## src/rtl/core/svsd_pkg.sv

```systemverilog
// Shared types and constants for the strided view slice descriptor.
// No dependencies; imported by the controller, datapath and top level.
`timescale 1ns / 1ps

package svsd_pkg;

    localparam int DIM_BITS_DEF = 32;
    localparam int FIELD_W      = 32;
    localparam int OFFSET_W     = 48;
    localparam int STEP_W       = 16;

    typedef enum logic [2:0] {
        S_IDLE,
        S_NORM,
        S_MUL,
        S_DIV,
        S_OUT
    } state_t;

    // controller to datapath
    typedef struct packed {
        logic load_in;
        logic norm;
        logic mul;
        logic div_step;
        logic load_out;
    } cmd_t;

    // datapath to controller
    typedef struct packed {
        logic div_last;
        logic out_free;
    } status_t;

endpackage

```

## src/rtl/core/svsd_ctrl.sv

```systemverilog
// Sequencer for one dimension: normalize, multiply, divide, emit.
// Depends on svsd_pkg for the state, command and status types.
`timescale 1ns / 1ps

module svsd_ctrl
    import svsd_pkg::*;
(
    input  logic    clk,
    input  logic    rst_n,
    input  logic    in_valid,
    output logic    in_ready,
    input  status_t status,
    output cmd_t    cmd,
    output state_t  state
);

    state_t state_reg;
    state_t state_next;

    always_ff @(posedge clk or negedge rst_n)
    begin
        if (!rst_n)
        begin
            state_reg <= S_IDLE;
        end
        else
        begin
            state_reg <= state_next;
        end
    end

    always_comb
    begin
        state_next = state_reg;
        unique case (state_reg)
            S_IDLE:
            begin
                if (in_valid)
                begin
                    state_next = S_NORM;
                end
            end
            S_NORM:  state_next = S_MUL;
            S_MUL:   state_next = S_DIV;
            S_DIV:
            begin
                if (status.div_last)
                begin
                    state_next = S_OUT;
                end
            end
            S_OUT:
            begin
                // hold until the output register can take the result
                if (status.out_free)
                begin
                    state_next = S_IDLE;
                end
            end
            default: state_next = S_IDLE;
        endcase
    end

    always_comb
    begin
        cmd      = '0;
        in_ready = 1'b0;
        unique case (state_reg)
            S_IDLE:
            begin
                in_ready    = 1'b1;
                cmd.load_in = in_valid;
            end
            S_NORM:  cmd.norm = 1'b1;
            S_MUL:   cmd.mul = 1'b1;
            S_DIV:   cmd.div_step = 1'b1;
            S_OUT:   cmd.load_out = status.out_free;
            default: cmd = '0;
        endcase
    end

    assign state = state_reg;

endmodule

```

## src/rtl/core/svsd_dpath.sv

```systemverilog
// Datapath: input capture, slice clamping, multipliers, radix-2 divider,
// running offset and output register. Depends on svsd_pkg.
`timescale 1ns / 1ps

module svsd_dpath
    import svsd_pkg::*;
#(
    parameter int DIM_BITS = DIM_BITS_DEF
)
(
    input  logic                clk,
    input  logic                rst_n,
    input  cmd_t                cmd,
    output status_t             status,
    input  logic                cfg_valid,
    input  logic [OFFSET_W-1:0] cfg_data,
    input  logic [FIELD_W-1:0]  base_size,
    input  logic [FIELD_W-1:0]  base_stride,
    input  logic [FIELD_W-1:0]  slice_start,
    input  logic [FIELD_W-1:0]  slice_end,
    input  logic [STEP_W-1:0]   slice_step,
    input  logic                last_dim,
    output logic                out_valid,
    input  logic                out_ready,
    output logic [FIELD_W-1:0]  view_size,
    output logic [OFFSET_W-1:0] view_stride,
    output logic [FIELD_W-1:0]  view_start,
    output logic [OFFSET_W-1:0] view_offset,
    output logic                bad_step,
    output logic                view_last
);

    localparam int CNT_W  = $clog2(DIM_BITS);
    localparam int PROD_W = DIM_BITS + FIELD_W;
    localparam int SW     = FIELD_W + 2;

    // captured beat
    logic [DIM_BITS-1:0] size_reg;
    logic [FIELD_W-1:0]  stride_reg;
    logic [FIELD_W-1:0]  s_reg;
    logic [FIELD_W-1:0]  e_reg;
    logic [STEP_W-1:0]   step_reg;
    logic                last_reg;

    // normalized slice
    logic [DIM_BITS-1:0] start_reg;
    logic [DIM_BITS-1:0] diffm1_reg;
    logic                nonempty_reg;
    logic [OFFSET_W-1:0] vstride_reg;
    logic [OFFSET_W-1:0] sprod_reg;

    // divider
    logic [DIM_BITS-1:0] quo_reg;
    logic [STEP_W-1:0]   rem_reg;
    logic [CNT_W-1:0]    cnt_reg;

    // control state
    logic [OFFSET_W-1:0] base_offset_reg;
    logic [OFFSET_W-1:0] acc_reg;
    logic [OFFSET_W-1:0] acc_next;
    logic                mid_reg;
    logic                out_valid_reg;
    logic                out_valid_next;

    // output register
    logic [FIELD_W-1:0]  view_size_reg;
    logic [OFFSET_W-1:0] view_stride_reg;
    logic [FIELD_W-1:0]  view_start_reg;
    logic [OFFSET_W-1:0] view_offset_reg;
    logic                bad_step_reg;
    logic                view_last_reg;

    logic signed [SW-1:0] size_s;
    logic signed [SW-1:0] s_adj;
    logic signed [SW-1:0] e_adj;
    logic signed [SW-1:0] start_c;
    logic signed [SW-1:0] end_c;
    logic signed [SW-1:0] diffm1_s;
    logic [PROD_W-1:0]    sprod;
    logic [STEP_W:0]      rem_sh;
    logic [STEP_W:0]      rem_sub;
    logic                 q_bit;
    logic [DIM_BITS-1:0]  q_inc;

    // wrap negative starts and non-positive ends, then clamp both to 0..size
    always_comb
    begin
        size_s = SW'(size_reg);
        s_adj  = {{2{s_reg[FIELD_W-1]}}, s_reg};
        e_adj  = {{2{e_reg[FIELD_W-1]}}, e_reg};
        if (s_adj < 0)
        begin
            s_adj = s_adj + size_s;
        end
        if (e_adj <= 0)
        begin
            e_adj = e_adj + size_s;
        end
        priority if (s_adj < 0)
            start_c = '0;
        else if (s_adj > size_s)
            start_c = size_s;
        else
            start_c = s_adj;
        priority if (e_adj < 0)
            end_c = '0;
        else if (e_adj > size_s)
            end_c = size_s;
        else
            end_c = e_adj;
        diffm1_s = end_c - start_c - SW'(1);
    end

    assign sprod = PROD_W'(start_reg) * PROD_W'(stride_reg);

    // one restoring step: bring in the next dividend bit
    assign rem_sh  = {rem_reg, quo_reg[DIM_BITS-1]};
    assign rem_sub = rem_sh - (STEP_W + 1)'(step_reg);
    assign q_bit   = (rem_sh >= (STEP_W + 1)'(step_reg));

    // ceil(diff / step) = floor((diff - 1) / step) + 1
    assign q_inc = quo_reg + DIM_BITS'(1);

    assign acc_next = (mid_reg ? acc_reg : base_offset_reg) + sprod_reg;

    always_ff @(posedge clk)
    begin
        if (cmd.load_in)
        begin
            size_reg   <= DIM_BITS'(base_size);
            stride_reg <= base_stride;
            s_reg      <= slice_start;
            e_reg      <= slice_end;
            step_reg   <= slice_step;
            last_reg   <= last_dim;
        end
        if (cmd.norm)
        begin
            start_reg    <= start_c[DIM_BITS-1:0];
            diffm1_reg   <= diffm1_s[DIM_BITS-1:0];
            nonempty_reg <= (end_c > start_c);
            vstride_reg  <= OFFSET_W'(stride_reg) * OFFSET_W'(step_reg);
        end
        if (cmd.mul)
        begin
            sprod_reg <= OFFSET_W'(sprod);
            quo_reg   <= diffm1_reg;
            rem_reg   <= '0;
            cnt_reg   <= '0;
        end
        if (cmd.div_step)
        begin
            quo_reg <= {quo_reg[DIM_BITS-2:0], q_bit};
            rem_reg <= q_bit ? rem_sub[STEP_W-1:0] : rem_sh[STEP_W-1:0];
            cnt_reg <= cnt_reg + CNT_W'(1);
        end
        if (cmd.load_out)
        begin
            view_size_reg   <= (nonempty_reg && (step_reg != '0)) ? FIELD_W'(q_inc) : '0;
            view_stride_reg <= vstride_reg;
            view_start_reg  <= FIELD_W'(start_reg);
            view_offset_reg <= acc_next;
            bad_step_reg    <= (step_reg == '0);
            view_last_reg   <= last_reg;
        end
    end

    always_comb
    begin
        out_valid_next = out_valid_reg;
        priority if (cmd.load_out)
            out_valid_next = 1'b1;
        else if (out_ready)
            out_valid_next = 1'b0;
    end

    always_ff @(posedge clk or negedge rst_n)
    begin
        if (!rst_n)
        begin
            base_offset_reg <= '0;
            acc_reg         <= '0;
            mid_reg         <= 1'b0;
            out_valid_reg   <= 1'b0;
        end
        else
        begin
            if (cfg_valid)
            begin
                base_offset_reg <= cfg_data;
            end
            if (cmd.load_out)
            begin
                acc_reg <= acc_next;
                mid_reg <= !last_reg;
            end
            out_valid_reg <= out_valid_next;
        end
    end

    assign status.div_last = (cnt_reg == CNT_W'(DIM_BITS - 1));
    assign status.out_free = !out_valid_reg || out_ready;

    assign out_valid   = out_valid_reg;
    assign view_size   = view_size_reg;
    assign view_stride = view_stride_reg;
    assign view_start  = view_start_reg;
    assign view_offset = view_offset_reg;
    assign bad_step    = bad_step_reg;
    assign view_last   = view_last_reg;

endmodule

```

## src/rtl/core/strided_view_slice_descriptor.sv

```systemverilog
// Top level of the strided view slice descriptor: controller plus datapath.
// Depends on svsd_pkg, svsd_ctrl and svsd_dpath.
//
//   channel   direction  handshake              beat contents
//   cfg       in         cfg_valid/cfg_ready    cfg_data = base_offset
//   in        in         in_valid/in_ready      one base dimension and slice
//   out       out        out_valid/out_ready    one view dimension
//
// An item is accepted only in idle; the next item is not taken until the current one has gone
// through normalize, multiply, the radix-2 divider for the ceiling division and emit.
// rst_n clears the base offset, running offset, view position and valid flags.
// A stalled output holds the controller before it returns to idle; a result
// already in the output register does not stop the next item from starting.
`timescale 1ns / 1ps

module strided_view_slice_descriptor
    import svsd_pkg::*;
#(
    parameter int DIM_BITS = DIM_BITS_DEF
)
(
    input  logic                clk,
    input  logic                rst_n,
    input  logic                cfg_valid,
    output logic                cfg_ready,
    input  logic [OFFSET_W-1:0] cfg_data,
    input  logic                in_valid,
    output logic                in_ready,
    input  logic [FIELD_W-1:0]  base_size,
    input  logic [FIELD_W-1:0]  base_stride,
    input  logic [FIELD_W-1:0]  slice_start,
    input  logic [FIELD_W-1:0]  slice_end,
    input  logic [STEP_W-1:0]   slice_step,
    input  logic                last_dim,
    output logic                out_valid,
    input  logic                out_ready,
    output logic [FIELD_W-1:0]  view_size,
    output logic [OFFSET_W-1:0] view_stride,
    output logic [FIELD_W-1:0]  view_start,
    output logic [OFFSET_W-1:0] view_offset,
    output logic                bad_step,
    output logic                view_last
);

    cmd_t    cmd;
    status_t status;
    state_t  state;

    assign cfg_ready = 1'b1;

    svsd_ctrl u_ctrl (
        .clk      (clk),
        .rst_n    (rst_n),
        .in_valid (in_valid),
        .in_ready (in_ready),
        .status   (status),
        .cmd      (cmd),
        .state    (state)
    );

    svsd_dpath #(
        .DIM_BITS (DIM_BITS)
    ) u_dpath (
        .clk         (clk),
        .rst_n       (rst_n),
        .cmd         (cmd),
        .status      (status),
        .cfg_valid   (cfg_valid),
        .cfg_data    (cfg_data),
        .base_size   (base_size),
        .base_stride (base_stride),
        .slice_start (slice_start),
        .slice_end   (slice_end),
        .slice_step  (slice_step),
        .last_dim    (last_dim),
        .out_valid   (out_valid),
        .out_ready   (out_ready),
        .view_size   (view_size),
        .view_stride (view_stride),
        .view_start  (view_start),
        .view_offset (view_offset),
        .bad_step    (bad_step),
        .view_last   (view_last)
    );

`ifndef SYNTHESIS
    // an accepted beat keeps the block busy on the next cycle
    a_busy_after_accept: assert property (@(posedge clk) disable iff (!rst_n)
        in_valid && in_ready |=> !in_ready)
        else $error("input accepted again right after an accept");

    // a zero step never yields a nonzero size or stride
    a_bad_step_zero: assert property (@(posedge clk) disable iff (!rst_n)
        out_valid && bad_step |-> (view_size == '0) && (view_stride == '0))
        else $error("zero step produced nonzero size or stride");

    // a result is loaded only from the emit state
    a_load_from_out: assert property (@(posedge clk) disable iff (!rst_n)
        cmd.load_out |-> (state == S_OUT) && (!out_valid || out_ready))
        else $error("result loaded outside the emit state or over a pending beat");

    // the divider leaves only after its last step
    a_div_exit: assert property (@(posedge clk) disable iff (!rst_n)
        (state == S_DIV) && !status.div_last |=> (state == S_DIV))
        else $error("divider left early");
`endif

endmodule

```

## config.mk

```make
export PLATFORM = sky130hd
export DESIGN_NAME = strided_view_slice_descriptor
export DESIGN_NICKNAME = d
export VERILOG_FILES = /design/src/rtl/core/svsd_pkg.sv /design/src/rtl/core/svsd_ctrl.sv /design/src/rtl/core/svsd_dpath.sv /design/src/rtl/core/strided_view_slice_descriptor.sv
export SDC_FILE = /design/constraint.sdc
export NUM_CORES = 2
export LEC_CHECK = 0
export BUFFER_PORTS_ARGS = -buffer_cell sky130_fd_sc_hd__buf_2
export CELL_PAD_IN_SITES_DETAIL_PLACEMENT = 0
export CELL_PAD_IN_SITES_GLOBAL_PLACEMENT = 1
export CORE_UTILIZATION = 46
export DETAILED_ROUTE_END_ITERATION = 12
export MAX_ROUTING_LAYER = met4
export PLACE_DENSITY = 0.89
export SETUP_SLACK_MARGIN = 0.2
export SLEW_MARGIN = 20
export SYNTH_ARGS = -nofsm -noshare
export SYNTH_HDL_FRONTEND = slang
export SYNTH_SLANG_ARGS = --single-unit
```

## constraint.sdc

```tcl
create_clock -name clk -period 10 [get_ports clk]
set_input_delay 0.5 -clock clk [delete_from_list [all_inputs] [get_ports clk]]
set_output_delay 0.5 -clock clk [all_outputs]
set_load 0.005 [all_outputs]
```

# [Word-level counts from Yosys, hierarchy flattened]
# Cells that the tools add are included.
[word_totals] register_bits=622 input_bits=198
[op_classes] n_addsub=8 multipliers=2 order_cmp=8 eq_ne=8 mux=26 n_reduce_logical=10
[op_table] operator="34-bit two-way mux" n=6
[op_table] operator="32-bit by 33-bit adder with 34-bit output" n=2
[op_table] operator="34-bit by 33-bit > comparator with 1-bit output" n=2
[op_table] operator="34-bit by 1-bit < comparator with 1-bit output (second input constant)" n=2
[op_table] operator="32-bit two-way mux" n=2
[op_table] operator="48-bit adder" n=1
[op_table] operator="32-bit by 16-bit multiplier with 48-bit output" n=1
[op_table] operator="32-bit by 32-bit multiplier with 48-bit output" n=1
[op_table] operator="16-bit two-way mux" n=3
[op_table] operator="48-bit two-way mux" n=1
[op_table] operator="34-bit > comparator" n=1
[op_table] operator="32-bit by 1-bit adder with 32-bit output (second input constant)" n=1
[op_table] operator="32-bit by 1-bit less-or-equal comparator with 1-bit output (second input constant)" n=1
[op_table] operator="32-bit by 1-bit < comparator with 1-bit output (second input constant)" n=1
[op_table] operator="32-bit by 2-bit subtractor with 32-bit output (second input constant)" n=1
[op_table] operator="32-bit subtractor" n=1
[op_table] operator="17-bit by 16-bit >= comparator with 1-bit output" n=1
[op_table] operator="16-bit zero test" n=1
[op_table] operator="16-bit nonzero test" n=1
[op_table] operator="16-bit subtractor" n=1
[op_table] operator="3-bit one-hot mux with 5 select lines" n=1
[op_table] operator="5-bit two-way mux" n=2
[op_table] operator="3-bit two-way mux" n=3
[op_table] operator="1-bit two-way mux" n=8
[op_table] operator="other kinds (13)" n=17

# [Logic depth before layout (Yosys ltp)]
[depth] depth_word=7 mapped_depth=36

# [Hierarchy]
# Synthesis repeated with hierarchy kept, for this count alone.
[hier_totals] cells_unflattened=7691 area_unflattened_um2=76434.6
[modules_own_cells] module="svsd_dpath" instances=1 cells_per_inst=7669 area_per_inst_um2=76253.1
[modules_own_cells] module="svsd_ctrl" instances=1 cells_per_inst=20 area_per_inst_um2=170.2
[modules_own_cells] module="strided_view_slice_descriptor" instances=1 cells_per_inst=2 area_per_inst_um2=11.3

# [Worst setup path after synthesis]
# OpenSTA, ideal clock, no wires.
[synth_timing] kind="register to register" from="register u_ctrl.state_reg[0] (netlist: u_ctrl.state[0])" to="register u_dpath.diffm1_reg[0] (enable)" setup_time_ns=0.746 arrival_time_ns=8.788 t_required_ns=9.254 slack_ns=0.466 path_stages_with_launch=3 n_path_buf=1 period_less_slack_ns=9.534 path_cell_list="dfrtp_1 clkbuf_1 nor3b_1"
[synth_via] elab_chain_cells=2
[synth_lines] element="from (decl)" line_no="svsd_ctrl.sv:17" rtl="state_t state_reg;"
[synth_lines] element="from (signal assigned)" line_no="svsd_ctrl.sv:28" rtl="state_reg <= state_next;"
[synth_lines] element="3-bit by 1-bit equality test with 1-bit output" line_no="svsd_ctrl.sv:68" rtl="unique case (state_reg)"
[synth_lines] element="1-bit two-way mux" line_no="svsd_ctrl.sv:68"
[synth_lines] element="to (signal assigned)" line_no="svsd_dpath.sv:140" rtl="diffm1_reg <= diffm1_s[DIM_BITS-1:0];"
[synth_lines] element="to (decl)" line_no="svsd_dpath.sv:47" rtl="logic [DIM_BITS-1:0] diffm1_reg;"
# Every way passes these cells.
# A chain may end at the register's enable or synchronous reset.

# [Final worst setup path]
[layout_timing] from="register u_dpath.size_reg[0]" to="register u_dpath.diffm1_reg[27], data pin"
[layout_via] elab_chain_cells=7 word_cells_on_any_way=14 cone_classes="4 x add/sub; 4 x order compare; 6 x mux"
[layout_lines] element="from (decl)" line_no="svsd_dpath.sv:38" rtl="logic [DIM_BITS-1:0] size_reg;"
[layout_lines] element="from (signal assigned)" line_no="svsd_dpath.sv:130" rtl="size_reg <= DIM_BITS'(base_size);"
[layout_lines] element="32-bit by 33-bit adder with 34-bit output, on equally long branches" line_no="svsd_dpath.sv:97, svsd_dpath.sv:93"
[layout_lines] element="34-bit two-way mux, on equally long branches" line_no="svsd_dpath.sv:95, svsd_dpath.sv:91"
[layout_lines] element="34-bit by 33-bit > comparator with 1-bit output, on equally long branches" line_no="svsd_dpath.sv:107, svsd_dpath.sv:101"
[layout_lines] element="34-bit two-way mux, on equally long branches" line_no="svsd_dpath.sv:107, svsd_dpath.sv:101"
[layout_lines] element="34-bit two-way mux, on equally long branches" line_no="svsd_dpath.sv:105, svsd_dpath.sv:99"
[layout_lines] element="32-bit subtractor (*)" line_no="svsd_dpath.sv:111" rtl="diffm1_s = end_c - start_c - SW'(1);"
[layout_lines] element="32-bit by 2-bit subtractor with 32-bit output (*)" line_no="svsd_dpath.sv:111"
[layout_lines] element="net u_dpath.diffm1_s[27]" line_no="svsd_dpath.sv:78" rtl="logic signed [SW-1:0] diffm1_s;"
# The timed path passes the listed nets; every way through them passes the cells marked *.

==> impl_results.md <==
* Internal reg-to-reg setup slack at 0.80 ns
* Core ar. at 0.1650 mm2
* Distinct cells, synth at 89
* RR Endpoint: u_dpath.diffm1_reg[27]
* Mapped Cells at 7862
* CTS root buffer: clkbuf_16
* Yosys reg bits at 622
* All-Layer GR Usage at 27.39%
* Post-synth top area share at 31.44%
* Pre-antenna DRT Iters at 10
* Initial antenna violation count at 10
* Max incr delay on CP at 0.54 ns
* Fmax at 108.7 MHz
* Post-synthesis sequential area ratio at 23.75%
* Initial Util at 46.38%
* CTS sink cnt at 622
* Number of max-cap violations at 0
* Final hold violation count at 0
* Fin crit period at 9.200 ns
* Clock Path Buffers at 3
* WP data arrival at 9.70 ns
* TritonCTS clock tree: yes
* Asr flop ratio synth at 16.24%
* Vias at 57640
* Global route total overflow at 0
* CTS Buf Count at 77
* Global-route wire length before repair at 343.9 mm
* Critical Path RT at 10.50 ns
* Yosys warns at 0
* Hold Path Class: in -> reg
* Hold EP: u_dpath.size_reg[0]
* M3 GR Usage at 3.789%
* Post-CTS Setup Inserts at 0
* Drt drc at 120
* Tcrit/Tclk final at 92.00%
* RSZ-0062 raised after global routing: false
* Post-synth EDFFs at 521
* Crit path top cell by count: a21oi_1
* Reg2reg path depth at 33
* Worst slew margin at 24.07%
* Port bufs at 361
* Outcome: complete, but fails checks
* Hold path startpoint: base_size[0]
* Met1 Track Usage GR at 33.78%
* Number of core rows at 149
* Top cells by area, synth: fa_1, edfxtp_1, ha_1
* DIE AREA at 0.1680 mm2
* Setup Viol. Count Final at 0
* DP HPWL at 172.2 mm
* Layout area overhead at 11.41%
* Clock Skew at 0.05071 ns
* Clk Latency, worst-skew pair at 0.75 ns
* Ys flop type: edfxtp_1
* RePlAce Congestion at 0.9478
* Crit path launch: u_dpath.size_reg[0]
* Syn Area/Cell at 9.734 um2
* Max H-tree Level at 3
* Failing checks: design-rule violations
* Util after Layout at 51.67%
* Hold depth at 1
* Max-slew violations at 0
* Worst-path clk slew at 0.06 ns
* RR Startpoint: u_dpath.size_reg[0]
* Startpoint Class: register
* Worst Tran Pin Value at 1.139 ns
* Die extent in x at 409.9 um
* Final WL at 219.9 mm
* IO Pins at 363
* Fin area at 0.08526 mm2
* CP max stage cell: or4b_1
* Vias per inst at 5.489
* Crit Path Max Fanout at 9
* Nets at 10170
* Busiest layer in global routing: met2
* Vias in the first global route at 60450
* Crit Path Category: reg -> reg
* Detailed Route Iter0 Violations at 4214
* Largest net degree at the start of global routing at 99
* Setup TNS at 0 ns
* Share of cells above drive strength 1 at 10.24%
* Met2 Use GR at 44.43%
* Yosys top cell by area: fa_1
* DP Area at 0.08065 mm2
* Wire per inst at 20.95 um
* Post-DRT Antenna Nets at 0
* Synth Cell Area at 0.07653 mm2
* Die height at 409.9 um
* Critical Path End Type: register
[layout make-up]
class | instances | area (um2)
Antenna cell | 10 | 25.02
Inverter | 1374 | 5165
Multi-Input combinational cell | 5475 | 51700
Clock inverter | 52 | 680.7
Clock buffer | 89 | 1992
Sequential cell | 622 | 18170
Timing Repair Buffer | 690 | 4780
Fill cell | 14750 | 79730
Tap cell | 2189 | 2739
[cells in the final DEF, fill, tap and decap left out, types with 35 or more instances in the layout]
| master | n |
|---|---|
| nand2_1 | 1395 |
| inv_1 | 1371 |
| fa_1 | 1202 |
| ha_1 | 525 |
| edfxtp_1 | 521 |
| and2_1 | 381 |
| buf_2 | 360 |
| a21oi_1 | 309 |
| nor2_1 | 259 |
| dlygate4sd3_1 | 187 |
| xnor2_1 | 185 |
| mux2_2 | 155 |
| a21o_1 | 143 |
| buf_4 | 140 |
| o21ai_0 | 127 |
| dfrtp_1 | 100 |
| xor2_1 | 96 |
| clkbuf_16 | 78 |
| nand3_1 | 74 |
| a211oi_1 | 49 |
| nor3_1 | 46 |
| nand4_1 | 44 |
| nor2b_1 | 36 |
| mux2i_1 | 35 |
| and3_1 | 35 |
| o21bai_1 | 35 |
[synthesized netlist by cell type (96+ instances only)]
cell,count
dfrtp_1,101
a21o_1,143
xor2_1,96
nor2_1,260
edfxtp_1,521
ha_1,525
o21ai_0,128
inv_1,1373
mux2_2,155
fa_1,1202
clkbuf_1,371
nand2_1,1395
and2_1,383
xnor2_1,185
a21oi_1,310
[worst max path at each step]
stage / to / slack [ns] / depth (start not counted)
6_report: u_dpath.diffm1_reg[27] / 0.80 / 33
5_1_grt: u_dpath.diffm1_reg[27] / 0.27 / 33
4_1_cts: u_dpath.diffm1_reg[28] / 0.60 / 34
3_5_place_dp: u_dpath.diffm1_reg[28] / 0.63 / 34
3_3_place_gp: u_dpath.diffm1_reg[28] / 0.71 / 34
2_1_floorplan: u_dpath.diffm1_reg[0] / 0.47 / 2
[metrics by stage]
stage / worst slack, ns / hold WS, ns / instances
2_1_floorplan: 0.4657 / 0.2044 / 7863
3_3_place_gp: 0.7065 / 0.4017 / 10160
4_1_cts: 0.6031 / 0.008650 / 10490
3_5_place_dp: 0.6330 / 0.4052 / 10160
6_report: 0.7998 / 0.05944 / 10500
5_1_grt: 0.2688 / 0.02179 / 10500
[critical path, delay by kind of cell (launching register included)]
family | cells | cell delay (ns)
adders and majority gates | 4 | 1.42
xor gates and xnor gates | 2 | 0.17
AOI/OAI and AO/OA | 19 | 4.76
DFF | 1 | 0.49
muxes | 2 | 0.46
buffers and inverters | 1 | 0.08
and+or+nand+nor | 5 | 1.55
[metal layers]
| metal | vias up | routed length (um) |
|---|---|---|
| met5 | - | 0 |
| met4 | 0 | 11940 |
| li1 | 25510 | - |
| met1 | 29360 | 87080 |
| met3 | 529 | 14410 |
| met2 | 2239 | 106500 |
[cells by family (layout without fill, tap and decap cells)]
family / Yosys count / after routing / share of synthesized area, %
and+or+nand+nor: 2396 / 2396 / 14.05
buffers and inverters: 1766 / 2205 / 8.749
adders and majority gates: 1727 / 1727 / 40.03
AOI/OAI and AO/OA: 872 / 872 / 7.341
DFF: 622 / 622 / 23.75
xor gates and xnor gates: 281 / 281 / 3.216
muxes: 196 / 196 / 2.856
other: 2 / 13 / 0.009814
[repair_timing]
action	4_1_cts	5_1_grt
hold buffers	187	0
endpoints found under the hold margin	216	0
resized for setup	0	3
setup endpoints to repair	0	5
Power is left out: the tool's default activity adds up to more than one toggle a clock period on the data nets, which glitch-free logic cannot reach.
